<file path="config.mk">
export PLATFORM = sky130hd
export DESIGN_NAME = fan_tachometer_speed_meter_flat
export DESIGN_NICKNAME = d
export VERILOG_FILES = /design/src/hw/rtl/fts_pkg.sv /design/src/hw/rtl/fts_in_if.sv /design/src/hw/rtl/fts_out_if.sv /design/src/hw/rtl/fan_tachometer_speed_meter.sv /design/src/hw/rtl/fts_ram.sv /design/src/hw/rtl/fts_div.sv /design/src/flat_wrapper.sv
export VERILOG_INCLUDE_DIRS = /design/src /design/src/hw/rtl
export SDC_FILE = /design/constraint.sdc
export NUM_CORES = 1
export LEC_CHECK = 0
export ABC_AREA = 1
export BUFFER_PORTS_ARGS = -buffer_cell sky130_fd_sc_hd__buf_2
export CAP_MARGIN = 20
export CORE_AREA = 5 5 298 227
export CTS_BUF_LIST = sky130_fd_sc_hd__clkbuf_8
export CTS_CLUSTER_SIZE = 40
export DETAILED_ROUTE_END_ITERATION = 10
export DIE_AREA = 0 0 303 232
export GPL_TIMING_DRIVEN = 0
export PLACE_DENSITY = 0.71
export SYNTH_ARGS = -nofsm -noshare
export SYNTH_HDL_FRONTEND = slang
export SYNTH_HIERARCHICAL = 1
export SYNTH_SLANG_ARGS = --single-unit
export TNS_END_PERCENT = 20
</file>
<file path="constraint.sdc">
create_clock -name clk -period 6.3 [get_ports clk]
set_input_delay 0.63 -clock clk [delete_from_list [all_inputs] [get_ports clk]]
set_output_delay 0.63 -clock clk [all_outputs]
set_load 0.02 [all_outputs]
</file>
<file path="src/hw/rtl/fan_tachometer_speed_meter_assert.svh">
// assertion macros shared by the rtl, clocked on clk and quiet during rst
`ifndef FAN_TACHOMETER_SPEED_METER_ASSERT_SVH
`define FAN_TACHOMETER_SPEED_METER_ASSERT_SVH

// condition in the same cycle
`define FTS_ASSERT_SAME(label, ante, cons, msg) \
  label: assert property (@(posedge clk) disable iff (rst) (ante) |-> (cons)) else $error(msg);

// condition in the next cycle
`define FTS_ASSERT_NEXT(label, ante, cons, msg) \
  label: assert property (@(posedge clk) disable iff (rst) (ante) |=> (cons)) else $error(msg);

`endif

</file>
<file path="src/hw/rtl/fts_pkg.sv">
package fts_pkg;

  localparam int RING_DEPTH    = 10;
  localparam int TIMER_RATE_HZ = 1000000;
  localparam int SLOT_W        = $clog2(RING_DEPTH);

  localparam int TIME_W  = 32;
  localparam int GAP_W   = 16;
  localparam int LIMIT_W = 4;
  localparam int SPEED_W = 16;
  localparam int CFG_DATA_W = 16;

  localparam logic [GAP_W-1:0]   MIN_GAP_RESET = 16'd2000;
  localparam logic [LIMIT_W-1:0] STALE_RESET   = 4'd8;
  localparam logic [LIMIT_W-1:0] TICK_SAT      = 4'd15;
  localparam logic [SPEED_W-1:0] SPEED_SAT     = 16'hFFFF;

  // (depth-1) ticks per span, scaled to hundredths of hz
  localparam longint unsigned SPEED_NUM =
    longint'(RING_DEPTH - 1) * longint'(TIMER_RATE_HZ) * 64'd100;
  localparam int NUM_W = $clog2(SPEED_NUM + 1);
  localparam int CNT_W = $clog2(NUM_W);

  typedef enum logic [1:0] {
    OP_EDGE    = 2'd0,
    OP_TICK    = 2'd1,
    OP_MEASURE = 2'd2
  } op_t;

  typedef enum logic [0:0] {
    CFG_MIN_GAP     = 1'b0,
    CFG_STALE_LIMIT = 1'b1
  } cfg_index_t;

  typedef enum logic [2:0] {
    S_IDLE,
    S_RD_NEW,
    S_SPAN,
    S_DIV,
    S_PUT
  } state_t;

  typedef struct packed {
    logic busy;
    logic done;
  } div_status_t;

endpackage

</file>
<file path="src/hw/rtl/fts_in_if.sv">
interface fts_in_if;
  logic        valid;
  logic        ready;
  logic [1:0]  operation;
  logic [31:0] edge_time_us;

  modport source(output valid, operation, edge_time_us, input ready);
  modport sink(input valid, operation, edge_time_us, output ready);
endinterface

</file>
<file path="src/hw/rtl/fts_out_if.sv">
interface fts_out_if;
  logic        valid;
  logic        ready;
  logic [15:0] speed_centihz;
  logic        stalled;

  modport source(output valid, speed_centihz, stalled, input ready);
  modport sink(input valid, speed_centihz, stalled, output ready);
endinterface

</file>
<file path="src/hw/rtl/fan_tachometer_speed_meter.sv">
// fan tachometer speed meter
// item channel (fts_in_if sink): one operation per transfer. a tach edge carries
// its microsecond timestamp and is kept only if it lands more than min_gap_us
// after the last kept edge (wrapping 32-bit difference); a slow tick advances
// the stale count; a measure request yields exactly one result transfer.
// result channel (fts_out_if source): speed_centihz and stalled, measure only.
// config port: cfg_we with cfg_index 0 writes min_gap_us, 1 writes stale_limit,
// taken at any edge; write only while no measure is in flight.
// edges and ticks are handled at their transfer and the next item follows
// straight away. a live measure runs from its transfer to the result being
// presented through two ring reads on the single read port (oldest, then
// newest), one span subtract, then the bit-serial divider, one quotient bit
// per cycle. a stale measure or zero span skips the divider. no item is taken
// while a measure is in flight.
// the result sits in an output register; while the receiver stalls a finished
// result waits there, edges and ticks keep flowing, and a later measure waits in
// its final state until the register drains.
// reset: ring reads as zero through per-slot valid bits (no clearing pass),
// write slot, stale count and last edge time zero, min_gap_us 2000, limit 8.
module fan_tachometer_speed_meter (
  input  logic                              clk,
  input  logic                              rst,
  input  logic                              cfg_we,
  input  fts_pkg::cfg_index_t               cfg_index,
  input  logic [fts_pkg::CFG_DATA_W-1:0]    cfg_data,
  fts_in_if.sink                            item,
  fts_out_if.source                         result
);

  // control state
  fts_pkg::state_t                  state;
  fts_pkg::state_t                  state_next;
  logic [fts_pkg::GAP_W-1:0]        min_gap_us;
  logic [fts_pkg::LIMIT_W-1:0]      stale_limit;
  logic [fts_pkg::SLOT_W-1:0]       write_slot;
  logic [fts_pkg::LIMIT_W-1:0]      ticks_since_edge;
  logic [fts_pkg::TIME_W-1:0]       last_time;
  logic [fts_pkg::RING_DEPTH-1:0]   ring_valid;
  logic                             out_valid;

  // datapath registers
  logic [fts_pkg::SLOT_W-1:0]       rd_addr_q;
  logic [fts_pkg::TIME_W-1:0]       oldest;
  logic [fts_pkg::SPEED_W-1:0]      res_speed;
  logic                             res_stalled;
  logic [fts_pkg::SPEED_W-1:0]      out_speed;
  logic                             out_stalled;

  // combinational
  logic                             xfer;
  logic                             is_edge;
  logic                             is_tick;
  logic                             is_measure;
  logic                             is_stale;
  logic                             stale_take;
  logic [fts_pkg::TIME_W-1:0]       gap;
  logic                             keep_edge;
  logic [fts_pkg::SLOT_W-1:0]       newest_slot;
  logic [fts_pkg::SLOT_W-1:0]       rd_addr;
  logic [fts_pkg::TIME_W-1:0]       rd_data;
  logic [fts_pkg::TIME_W-1:0]       rd_value;
  logic [fts_pkg::TIME_W-1:0]       span;
  logic                             div_start;
  logic                             load_out;
  fts_pkg::div_status_t             div_st;
  logic [fts_pkg::SPEED_W-1:0]      div_speed;

  assign item.ready = (state == fts_pkg::S_IDLE);
  assign xfer       = item.valid && item.ready;
  assign is_edge    = item.operation == fts_pkg::OP_EDGE;
  assign is_tick    = item.operation == fts_pkg::OP_TICK;
  assign is_measure = item.operation == fts_pkg::OP_MEASURE;
  assign is_stale   = ticks_since_edge >= stale_limit;
  assign stale_take = xfer && is_measure && is_stale;

  // wrapping gap to the last kept edge
  assign gap       = item.edge_time_us - last_time;
  assign keep_edge = xfer && is_edge && (gap > {{(fts_pkg::TIME_W-fts_pkg::GAP_W){1'b0}},
                                                 min_gap_us});

  // newest entry sits just behind the write slot, oldest at it
  assign newest_slot = (write_slot == '0) ? fts_pkg::SLOT_W'(fts_pkg::RING_DEPTH - 1)
                                          : write_slot - 1'b1;
  assign rd_addr     = (state == fts_pkg::S_IDLE) ? write_slot : newest_slot;
  // slots never written since reset or a stale clear read as zero
  assign rd_value    = ring_valid[rd_addr_q] ? rd_data : '0;
  assign span        = rd_value - oldest;

  fts_ram #(
    .WIDTH(fts_pkg::TIME_W),
    .DEPTH(fts_pkg::RING_DEPTH)
  ) u_ring (
    .clk  (clk),
    .we   (keep_edge),
    .waddr(write_slot),
    .wdata(item.edge_time_us),
    .raddr(rd_addr),
    .rdata(rd_data)
  );

  fts_div u_div (
    .clk    (clk),
    .rst    (rst),
    .start  (div_start),
    .divisor(span),
    .status (div_st),
    .speed  (div_speed)
  );

  // next state and strobes
  always_comb begin
    state_next = state;
    div_start  = 1'b0;
    load_out   = 1'b0;
    case (state)
      fts_pkg::S_IDLE: begin
        if (xfer && is_measure) begin
          state_next = is_stale ? fts_pkg::S_PUT : fts_pkg::S_RD_NEW;
        end
      end
      fts_pkg::S_RD_NEW: begin
        state_next = fts_pkg::S_SPAN;
      end
      fts_pkg::S_SPAN: begin
        if (span == '0) begin
          state_next = fts_pkg::S_PUT;
        end else begin
          div_start  = 1'b1;
          state_next = fts_pkg::S_DIV;
        end
      end
      fts_pkg::S_DIV: begin
        if (div_st.done) begin
          state_next = fts_pkg::S_PUT;
        end
      end
      fts_pkg::S_PUT: begin
        if (!out_valid || result.ready) begin
          load_out   = 1'b1;
          state_next = fts_pkg::S_IDLE;
        end
      end
      default: begin
        state_next = fts_pkg::S_IDLE;
      end
    endcase
  end

  // control registers
  always_ff @(posedge clk) begin
    if (rst) begin
      state            <= fts_pkg::S_IDLE;
      min_gap_us       <= fts_pkg::MIN_GAP_RESET;
      stale_limit      <= fts_pkg::STALE_RESET;
      write_slot       <= '0;
      ticks_since_edge <= '0;
      last_time        <= '0;
      ring_valid       <= '0;
      out_valid        <= 1'b0;
    end else begin
      state <= state_next;

      if (cfg_we) begin
        if (cfg_index == fts_pkg::CFG_MIN_GAP) begin
          min_gap_us <= cfg_data[fts_pkg::GAP_W-1:0];
        end else begin
          stale_limit <= cfg_data[fts_pkg::LIMIT_W-1:0];
        end
      end

      if (keep_edge) begin
        ring_valid[write_slot] <= 1'b1;
        write_slot <= (write_slot == fts_pkg::SLOT_W'(fts_pkg::RING_DEPTH - 1))
                      ? '0 : write_slot + 1'b1;
        ticks_since_edge <= '0;
        last_time        <= item.edge_time_us;
      end

      if (xfer && is_tick && ticks_since_edge != fts_pkg::TICK_SAT) begin
        ticks_since_edge <= ticks_since_edge + 1'b1;
      end

      // stale measure: pin the count and drop the whole ring
      if (stale_take) begin
        ticks_since_edge <= stale_limit;
        ring_valid       <= '0;
      end

      if (load_out) begin
        out_valid <= 1'b1;
      end else if (result.ready) begin
        out_valid <= 1'b0;
      end
    end
  end

  // datapath registers
  always_ff @(posedge clk) begin
    rd_addr_q <= rd_addr;
    if (state == fts_pkg::S_RD_NEW) begin
      oldest <= rd_value;
    end
    if (xfer && is_measure) begin
      res_speed   <= '0;
      res_stalled <= is_stale;
    end else if (state == fts_pkg::S_DIV && div_st.done) begin
      res_speed <= div_speed;
    end
    if (load_out) begin
      out_speed   <= res_speed;
      out_stalled <= res_stalled;
    end
  end

  assign result.valid         = out_valid;
  assign result.speed_centihz = out_speed;
  assign result.stalled       = out_stalled;

  // checks
  `include "fan_tachometer_speed_meter_assert.svh"

  `FTS_ASSERT_SAME(a_div_owned, div_st.done, state == fts_pkg::S_DIV, "stray divider done")
  `FTS_ASSERT_SAME(a_div_run, state == fts_pkg::S_DIV, div_st != '0, "divider idle")
  `FTS_ASSERT_NEXT(a_stale_clear, stale_take, ring_valid == '0, "ring not cleared")
  `FTS_ASSERT_SAME(a_stalled_zero, out_valid && out_stalled, out_speed == '0, "speed on stall")

endmodule

</file>
<file path="src/hw/rtl/fts_ram.sv">
module fts_ram #(
  parameter int WIDTH = 32,
  parameter int DEPTH = 16
) (
  input  logic                     clk,
  input  logic                     we,
  input  logic [$clog2(DEPTH)-1:0] waddr,
  input  logic [WIDTH-1:0]         wdata,
  input  logic [$clog2(DEPTH)-1:0] raddr,
  output logic [WIDTH-1:0]         rdata
);

  logic [WIDTH-1:0] mem [DEPTH];

  always_ff @(posedge clk) begin
    if (we) begin
      mem[waddr] <= wdata;
    end
    rdata <= mem[raddr];
  end

endmodule

</file>
<file path="src/hw/rtl/fts_div.sv">
// restoring divider, constant dividend shifted in one bit per cycle
module fts_div (
  input  logic                            clk,
  input  logic                            rst,
  input  logic                            start,
  input  logic [fts_pkg::TIME_W-1:0]      divisor,
  output fts_pkg::div_status_t            status,
  output logic [fts_pkg::SPEED_W-1:0]     speed
);

  logic [fts_pkg::NUM_W-1:0]  qsr;
  logic [fts_pkg::TIME_W-1:0] rem;
  logic [fts_pkg::TIME_W-1:0] dvs;
  logic [fts_pkg::CNT_W-1:0]  cnt;
  logic                       busy;
  logic                       done;

  logic [fts_pkg::TIME_W:0]   rem_shift;
  logic [fts_pkg::TIME_W:0]   rem_diff;
  logic                       ge;

  always_comb begin
    rem_shift = {rem, qsr[fts_pkg::NUM_W-1]};
    rem_diff  = rem_shift - {1'b0, dvs};
    ge        = rem_shift >= {1'b0, dvs};
  end

  always_ff @(posedge clk) begin
    if (rst) begin
      busy <= 1'b0;
      done <= 1'b0;
      cnt  <= '0;
    end else begin
      done <= 1'b0;
      if (start) begin
        busy <= 1'b1;
        cnt  <= '0;
      end else if (busy) begin
        if (cnt == fts_pkg::CNT_W'(fts_pkg::NUM_W - 1)) begin
          busy <= 1'b0;
          done <= 1'b1;
        end
        cnt <= cnt + 1'b1;
      end
    end
  end

  always_ff @(posedge clk) begin
    if (start) begin
      qsr <= fts_pkg::NUM_W'(fts_pkg::SPEED_NUM);
      rem <= '0;
      dvs <= divisor;
    end else if (busy) begin
      rem <= ge ? rem_diff[fts_pkg::TIME_W-1:0] : rem_shift[fts_pkg::TIME_W-1:0];
      qsr <= {qsr[fts_pkg::NUM_W-2:0], ge};
    end
  end

  assign status.busy = busy;
  assign status.done = done;
  // quotient above 16 bits saturates
  assign speed = (|qsr[fts_pkg::NUM_W-1:fts_pkg::SPEED_W]) ? fts_pkg::SPEED_SAT
                                                          : qsr[fts_pkg::SPEED_W-1:0];

endmodule
</file>
<file path="src/flat_wrapper.sv">
// flat-port wrapper written by rule: the top's interface ports become plain ports
module fan_tachometer_speed_meter_flat 
  (clk, rst, cfg_we, cfg_index, cfg_data, item_valid, item_operation, item_edge_time_us, item_ready, result_valid, result_speed_centihz, result_stalled, result_ready);
  fts_in_if item_i ();
  fts_out_if result_i ();
  input  logic clk;
  input  logic rst;
  input  logic cfg_we;
  input  fts_pkg::cfg_index_t cfg_index;
  input  logic [fts_pkg::CFG_DATA_W-1:0] cfg_data;
  input wire logic [$bits(item_i.valid)-1:0] item_valid;
  input wire logic [$bits(item_i.operation)-1:0] item_operation;
  input wire logic [$bits(item_i.edge_time_us)-1:0] item_edge_time_us;
  output wire logic [$bits(item_i.ready)-1:0] item_ready;
  output wire logic [$bits(result_i.valid)-1:0] result_valid;
  output wire logic [$bits(result_i.speed_centihz)-1:0] result_speed_centihz;
  output wire logic [$bits(result_i.stalled)-1:0] result_stalled;
  input wire logic [$bits(result_i.ready)-1:0] result_ready;
  assign item_i.valid = item_valid;
  assign item_i.operation = item_operation;
  assign item_i.edge_time_us = item_edge_time_us;
  assign item_ready = item_i.ready;
  assign result_valid = result_i.valid;
  assign result_speed_centihz = result_i.speed_centihz;
  assign result_stalled = result_i.stalled;
  assign result_i.ready = result_ready;
  fan_tachometer_speed_meter u_core (.clk(clk), .rst(rst), .cfg_we(cfg_we), .cfg_index(cfg_index), .cfg_data(cfg_data), .item(item_i), .result(result_i));
endmodule
</file>
**Yosys cells after proc, flatten, opt, wreduce, memory -nomap -nowiden**

Memories as Yosys holds them, arrays and structs flattened. A register that Yosys moved wholly into a read port is not among the register bits.
Cells that the tools add are included.

- Bits in registers: 245
- Memory bits (writable): 320
- Input bits: 56
- Output and inout port bits: 19
- Logic and storage cells: 104
- Memories: 1

- $add $sub $neg: 7
- Magnitude comparators: 6
- Equal/unequal tests: 12
- Mux-type cells: 31
- Bitwise operators: 3
- Reduce and logical (&&, ||, !) cells: 24

Memories:

| memory | depth | bits a word | read ports | clocked after memory_dff | write ports | RTL line | text |
|---|---|---|---|---|---|---|---|
| u_core.u_ring.mem | 10 | 32 | 1 | 1 | 1 | fts_ram.sv:13 | `logic [WIDTH-1:0] mem [DEPTH];` |

Operators by type and width:

| operator | count |
|---|---|
| 32-bit subtractor | 3 |
| 32-bit 2-to-1 mux | 2 |
| 33-bit by 32-bit greater-or-equal comparator with 1-bit output | 1 |
| 32-bit by 16-bit greater-than comparator with 1-bit output | 1 |
| 32-bit zero test | 1 |
| 4-bit 2-to-1 mux | 6 |
| 16-bit 2-to-1 mux | 1 |
| 3-bit 2-to-1 mux | 5 |
| 3-bit case mux with 5 select lines | 1 |
| 1-bit 2-to-1 mux | 14 |
| 14-bit OR reduction | 1 |
| 4-bit by 5-bit < comparator with 1-bit output, second input constant | 2 |
| 10-bit OR | 1 |
| 1-bit logical AND | 9 |
| 4-bit by 1-bit adder with 4-bit output, second input constant | 2 |
| 3-bit by 2-bit == test with 1-bit output, second input constant | 2 |
| 5-bit by 1-bit adder with 5-bit output, second input constant | 1 |
| 5-bit == test, second input constant | 1 |
| 1-bit binary-select mux with 4-bit select | 1 |
| 1-bit demux with 4-bit select | 1 |
| 4-bit == test, second input constant | 1 |
| 4-bit by 1-bit greater-or-equal comparator with 1-bit output, second input constant | 1 |
| 4-bit greater-or-equal comparator | 1 |
| 4-bit zero test | 1 |
| other kinds (19) | 23 |

**Longest topological paths before layout**

Gate-level depths: netlist of the first run.

- Word-level depth: 8
- Mapped depth: 34

**Modules after synthesis**

The synthesis of the first run kept the hierarchy.

By module, submodules not included:

| module | instances | cells an instance | area each (sq um) | seq. area each (sq um) |
|---|---|---|---|---|
| fts_ram | 1 | 1270 | 14111.0 | 10249.8 |
| fan_tachometer_speed_meter | 1 | 1780 | 11204.5 | 3383.2 |
| fts_div | 1 | 1004 | 6598.8 | 2342.2 |

**Worst setup path before layout of the first run**

Ideal clock, no wire load.

- Path kind: input-to-reg
- From: in item_edge_time_us[0]
- To: mem u_core.u_ring.mem[4][0] (enable)
- Setup time: 0.421 ns
- Data arrival time: 4.688 ns
- Required time: 5.879 ns
- Path slack: 1.191 ns
- Stages on the path: 29
- Path through: inv_1 > ha_1 > inv_1 > fa_1 > nand2_1 > nand2_2 > nand2_2 > o21ai_2 > nand2_1 > nand2_2 > xor2_1 > ha_1 > nand2_1 > nor2_1 > nand4_1 > inv_1 > nand2_1 > nand2_1 > nand2_1 > nand3_1 > nor2_1 > nand3_1 > nor2_2 > nand2_2 > nand2_4 > inv_2 > buf_4 > nand3_1 > nor2_1

- Word-level cells in the longest chain between the ends: 5

RTL lines:

| element | RTL line | text |
|---|---|---|
| from (decl) | flat_wrapper.sv:13 | `input wire logic [$bits(item_i.edge_time_us)-1:0] item_edge_time_us;` |
| 32-bit subtractor | fan_tachometer_speed_meter.sv:77 | `assign gap = item.edge_time_us - last_time;` |
| 32-bit by 16-bit greater-than comparator with 1-bit output | fan_tachometer_speed_meter.sv:78 | `assign keep_edge = xfer && is_edge && (gap > {{(fts_pkg::TIME_W-fts_pkg::GAP_W){1'b0}},` |
| 1-bit logical AND | fan_tachometer_speed_meter.sv:78 |  |
| named net u_core.keep_edge | fan_tachometer_speed_meter.sv:57 | `logic keep_edge;` |
| 1-bit 2-to-1 mux | fts_ram.sv:16 | `if (we) begin` |
| 1-bit 2-to-1 mux (implied by the code) | fts_ram.sv:17 | `mem[waddr] <= wdata;` |
| to (decl) | fts_ram.sv:13 |  |

The timed path passes the listed nets, and every way through them passes these cells.

**Worst setup path in the final report of the first run**

- From: reg u_core/rd_addr_q[0] (netlist bit)
- To: reg u_core/u_div/rem[14] (netlist bit)

- Word-level cells in the longest chain between the ends: 7

RTL lines:

| element | RTL line | text |
|---|---|---|
| from (decl) | fan_tachometer_speed_meter.sv:42 | `logic [fts_pkg::SLOT_W-1:0] rd_addr_q;` |
| from (signal assigned) | fan_tachometer_speed_meter.sv:199 | `rd_addr_q <= rd_addr;` |
| 1-bit binary-select mux with 4-bit select | fan_tachometer_speed_meter.sv:86 | `assign rd_value = ring_valid[rd_addr_q] ? rd_data : '0;` |
| 1-bit 2-to-1 mux (implied by the code) | fan_tachometer_speed_meter.sv:86 |  |
| 32-bit 2-to-1 mux | fan_tachometer_speed_meter.sv:86 |  |
| named net u_core.rd_value, one bit | fan_tachometer_speed_meter.sv:61 | `logic [fts_pkg::TIME_W-1:0] rd_value;` |
| 32-bit subtractor | fan_tachometer_speed_meter.sv:87 | `assign span = rd_value - oldest;` |
| 32-bit zero test | fan_tachometer_speed_meter.sv:125 | `if (span == '0) begin` |
| 1-bit 2-to-1 mux | fan_tachometer_speed_meter.sv:125 |  |
| 1-bit 2-to-1 mux | fan_tachometer_speed_meter.sv:115 | `case (state)` |
| named net u_core.div_start | fan_tachometer_speed_meter.sv:63 | `logic div_start;` |
| to (signal assigned) | fts_div.sv:54 | `rem <= ge ? rem_diff[fts_pkg::TIME_W-1:0] : rem_shift[fts_pkg::TIME_W-1:0];` |
| to (decl) | fts_div.sv:12 | `logic [fts_pkg::TIME_W-1:0] rem;` |

The timed path passes the listed nets, and every way through them passes these cells. The select of a mux whose other input is x is not followed.
A chain may end at the register's enable or synchronous reset.

==> results.yml, run 1 <==
run_status:
  status: "complete, no violations"
clock_network:
  clock_tree.root_cell: "clkbuf_8"
  clock_path_buffers: 3
  cts.sinks: 597
  cts_tree: "yes"
  post-cts-setup-buffer-count: 0
  ctsHtreeMaxLevel: 3
  path_clk_slew_ns: 0.06
  ctsHoldBuffers: 0
  numCtsBuffers: 91
  worstSkewPairLatency_ns: 0.71
placed_design:
  dp_hpwl_um: 65200
  gp_congestion: 0.995
  portBuffers: 74
  pre_cts_slack_ns: 0.417
  placedCellCount: 5012
route:
  drt_iter0_markers: 3167
  post_drt_via_cell_ratio: 5.18
  wirelength_um: 87300
  routed-via-count: 26900
  first_pass_iters: 8
  drcViolationCount: 0
  routedWlPerCell_um: 16.8
  ant_nets: 0
floorplan:
  num_rows: 81
  core_um2: 64500
  ios: 75
  start_util_pct: 49.5
  fp.dieW_um: 303
  dieArea_um2: 70300
  die_y_um: 232
timing:
  hold_viol_final: 0
  fin_crit_ns: 5.69
  clock.fmax_ghz: 0.176
  worstMarginPinSlew_ns: 0.919
  maxSlewViolCount: 0
  worst_slack_ns: 0.605
  period_share_pct: 90.4
  final-setup-viol-count: 0
  rsz0062_at_grt: "no"
  clock_skew_ns: 0.0499
  slew_headroom_pct: 38.6
critical_path:
  crit_fanout: 10
  cp_common_cell: "nand2_1"
  end_kind: "register"
  cp_top_family: "simple AND/OR/NAND/NOR gates"
  cp_slowest_stage_delay_ns: 0.44
  cp.arrival_ns: 6.31
  cp.buffers_inverters: 11
  crit_type: "reg -> reg"
  required_ns: 6.92
  start_kind: "register"
  crit_slowest_cell: "dfxtp_1"
finish:
  n_fill_cell: 5949
  final_cell_count_no_fill: 5186
  ff_latch_area_um2: 16000
  final_nets: 4419
  area_growth_pct: 11.7
  drive_above_1_share_pct: 8.07
  multi_input_area_um2: 12400
global_route:
  antenna_found_initial: 4
  grt_max_degree: 26
  grt_pass1_vias: 24800
  grt_use_total_pct: 24.7
  gr-total-overflow: 0
  grt_first_pass_wirelength_um: 137000
pwr:
  ir_worst_vdd_v: 0.000259
  p_per_area_nw_per_um2: 464
  p_leak_nw: 17.0
hold_path:
  hold_path_class: "in -> reg"
synthesis:
  synth_nets: 4238
  netlist_instances: 4053
  syn-mean-instance-area_um2: 7.87
  synth_area_um2: 31900
  synth.yosys.warnings: 6
run:
  maxCapViolations: 0
==> repair_timing <==
action / CTS / global route
endpoints found under the hold margin: 0 / 0
gates resized for setup: 0 / 4
endpoints found under the setup margin: 0 / 32
==> worst paths after layout <==
check                      startpoint                             end  slack, ns  cells past startpoint
hold reg to reg   u_core/res_speed[5]  u_core/result.speed_centihz[5]       0.43                      0
setup / recovery  u_core/rd_addr_q[0]            u_core/u_div/rem[14]       0.61                     34
hold / removal            cfg_data[4]            u_core/min_gap_us[4]       0.16                      3
setup reg to reg  u_core/rd_addr_q[0]            u_core/u_div/rem[14]       0.61                     34
==> power breakdown <==
group          switching [W]  internal (W)
Combinational        0.00571       0.00241
Clock                0.00156       0.00170
Sequential          0.000267       0.00488
Total                0.00754       0.00899
==> cells in the final DEF (no fill, tap or decap), types with 28 or more instances in the layout <==
master	instances
edfxtp_1	402
nand2_1	1142
inv_1	785
nor2_1	394
o21ai_0	126
a21oi_1	158
clkbuf_1	41
ha_1	126
nand4_1	65
o21ai_1	41
dfxtp_1	195
xor2_1	28
clkbuf_8	105
nand3_1	361
buf_2	107
==> final cells by class <==
class | count | area share (%)
antenna | 5 | 0.0351
buffer | 117 | 1.90
clock buffer | 105 | 4.05
clock inverter | 64 | 1.18
inverter | 769 | 8.11
multi-input combinational | 2570 | 34.9
sequential | 597 | 44.8
tap | 871 | 3.06
timing repair buffer | 88 | 1.92
==> tightest hold or removal path, delay by kind of cell <==
kind            cells  cell delay [ns]
compound gates      1             0.06
simple gates        1             0.04
buf+inv             1             0.07
==> metal layers <==
metal / track usage [%] / part of all wire [%]
met1: 38.1 / 47
met2: 35.9 / 41
met3: 4.79 / 11
met4: 6.01 / 2.0
met5: 0 / 0
==> stage by stage <==
step	TNS [ns]	utilization, %	power [W]	hold WS [ns]	instance area (µm²)
after floorplan	0	-	0.0106	0.400	31900
after global placement	-344.42	51.8	0.0129	0.410	33400
after detailed placement	0	52.4	0.0131	0.415	33800
after CTS	0	55.3	0.0164	0.107	35600
after global routing	0	55.3	0.0177	0.126	35600
final	0	55.3	0.0165	0.159	35600
==> flip-flops by register name (all words and copies together), names as in the netlist, 3 cells and up <==
signal and flops:
u_core/state 3, u_core/oldest 32, u_core/u_div/dvs 32, u_core/ring_valid 10, u_core/u_div/cnt 5, u_core/res_speed 16, u_core/ticks_since_edge 4, u_core/u_ring/mem 320
u_core/result.speed_centihz 16, u_core/write_slot 4, u_core/last_time 32, u_core/u_div/qsr 30, u_core/u_div/rem 32, u_core/rd_addr_q 4, u_core/u_ring/rdata 32, u_core/min_gap_us 16
u_core/stale_limit 4
Note: power is estimated with default switching activity, not from simulation.
==> run 2: changes to the inputs <==
- HOLD_SLACK_MARGIN: unset -> 0.1
- PLACE_DENSITY: 0.71 -> 0.66
- clock period: 6.3 -> 7 ns (I/O delays scaled with it)
==> run 2 against run 1 <==
  * Wire length grew 0.52%
  * Via count shrank 1.5%
  * Largest cell class unchanged
  * Die area is the same
  * Flip-flop and latch count is the same
  * Combinational power shrank 10%
  * Clock skew shrank 0.027 ns
  * First-iteration DRC count shrank 21%
  * Register-to-register slack gained 0.29 ns
  * Highest routed layer unchanged
==> results.yml, run 2 (synthesis gave the netlist of run 1 again) <==
route:
  ant_nets: 0
  routedWlPerCell_um: 16.9
  post_drt_via_cell_ratio: 5.11
  top_layer: "met4"
  met3_length_um: 8210
  first_pass_iters: 5
  routed-via-count: 26500
  drt_iter0_markers: 2504
  wl_met2_um: 35600
  met1_length_um: 42100
  drcViolationCount: 0
  wirelength_um: 87700
critical_path:
  path_depth: 34
  crit_path_end: "u_core/u_div/qsr[0]"
  crit_slowest_cell: "buf_1"
  r2r_setup_slack_ns: 0.90
  cp.buffers_inverters: 11
  cp_top_family: "simple AND/OR/NAND/NOR gates"
  startpoint: "u_core/rd_addr_q[0]"
  crit_fanout: 10
  rr_endpoint: "u_core/u_div/qsr[0]"
  cp_common_cell: "nand2_1"
  start_kind: "register"
  required_ns: 7.63
  crit_type: "reg -> reg"
  worstReg2RegStart: "u_core/rd_addr_q[0]"
  cp.arrival_ns: 6.73
  end_kind: "register"
  reg2reg_depth: 34
  cp_slowest_stage_delay_ns: 0.46
finish:
  top_register: "u_core/u_ring/mem"
  drive_above_1_share_pct: 8.06
  layout_commonest_cell: "nand2_1"
  final_cell_mix: "nand2_1, inv_1, edfxtp_1"
  largest_register_ffs: 320
  final_nets: 4422
  area_growth_pct: 11.8
  num_antenna_cells: 0
clock_network:
  post-cts-setup-buffer-count: 0
  cts.sinks: 597
  path_clk_slew_ns: 0.07
  numCtsBuffers: 94
  worstSkewPairLatency_ns: 0.70
  ctsHoldBuffers: 0
  clock_tree.root_cell: "clkbuf_8"
  ctsHtreeMaxLevel: 3
  cts_tree: "yes"
  ctsResizeCount: 0
  clock_path_buffers: 3
timing:
  maxSlewViolCount: 0
  slew_headroom_pct: 38.3
  hold_viol_final: 0
  rsz0062_at_grt: "no"
  clock_skew_ns: 0.0233
  worstMarginPinSlew_ns: 0.917
  setup_tns_ns: 0
  final-setup-viol-count: 0
  period_share_pct: 87.2
  worst_slack_ns: 0.897
  clock.fmax_ghz: 0.164
  fin_crit_ns: 6.10
global_route:
  antenna_found_initial: 1
  grt_first_pass_wirelength_um: 136000
  grt_use_total_pct: 24.8
  gr-total-overflow: 0
  grt_max_degree: 26
  grt_pass1_vias: 24700
pwr:
  p_leak_nw: 17.1
  p_per_area_nw_per_um2: 418
  ir_worst_vdd_v: 0.000205
floorplan:
  ios: 75
  num_rows: 81
  core_um2: 64500
  die_y_um: 232
  fp.dieW_um: 303
  start_util_pct: 49.5
  dieArea_um2: 70300
placed_design:
  pre_cts_slack_ns: 1.09
  gp_congestion: 0.951
  dp_hpwl_um: 65600
  portBuffers: 74
run_status:
  status: "complete, no violations"
hold_path:
  hp-start: "cfg_data[10]"
  hold_path_class: "in -> reg"
run:
  maxCapViolations: 0
[run 2: stage by stage]
step	hold WS [ns]	cell area (µm²)	std cells	utilization [%]	power, W
floorplan	0.400	31900	4053	-	0.00953
global placement	0.413	33400	4998	51.8	0.0117
detailed placement	0.411	33700	5012	52.3	0.0118
CTS	0.151	35700	5186	55.3	0.0149
global route	0.199	35700	5186	55.3	0.0160
finish	0.225	35700	5186	55.3	0.0149
[run 2: final cells by class]
type	instances	area [µm²]
buffer	117	673
clock buffer	106	1460
clock inverter	68	472
fill	6082	28800
inverter	769	2890
multi-input combinational	2570	12400
sequential	597	16000
tap	871	1090
timing repair buffer	88	666
[run 2: power by group]
part	switching (W)	internal [W]
sequential	0.000229	0.00439
combinational	0.00511	0.00216
clock	0.00141	0.00162
total	0.00675	0.00817
[run 2: worst min-delay path by stage]
stage,depth (start not counted),end
final,3,u_core/min_gap_us[10]
after global routing,3,u_core/min_gap_us[7]
after CTS,3,u_core/min_gap_us[6]
after detailed placement,0,u_core/result.speed_centihz[8]
after global placement,0,u_core/result.speed_centihz[12]
after floorplan,0,u_core/result.stalled
[run 2: tightest hold or removal path: stages]
cell	delay [ns]
buf_2	0.08
nand2_1	0.04
o211ai_1	0.06
[run 2: per-layer routing]
layer  vias up  track usage (%)
li1      13200                -
met1     12100             37.6
met2       988             36.0
met3       124             5.87
met4         0             5.92
met5         -                0
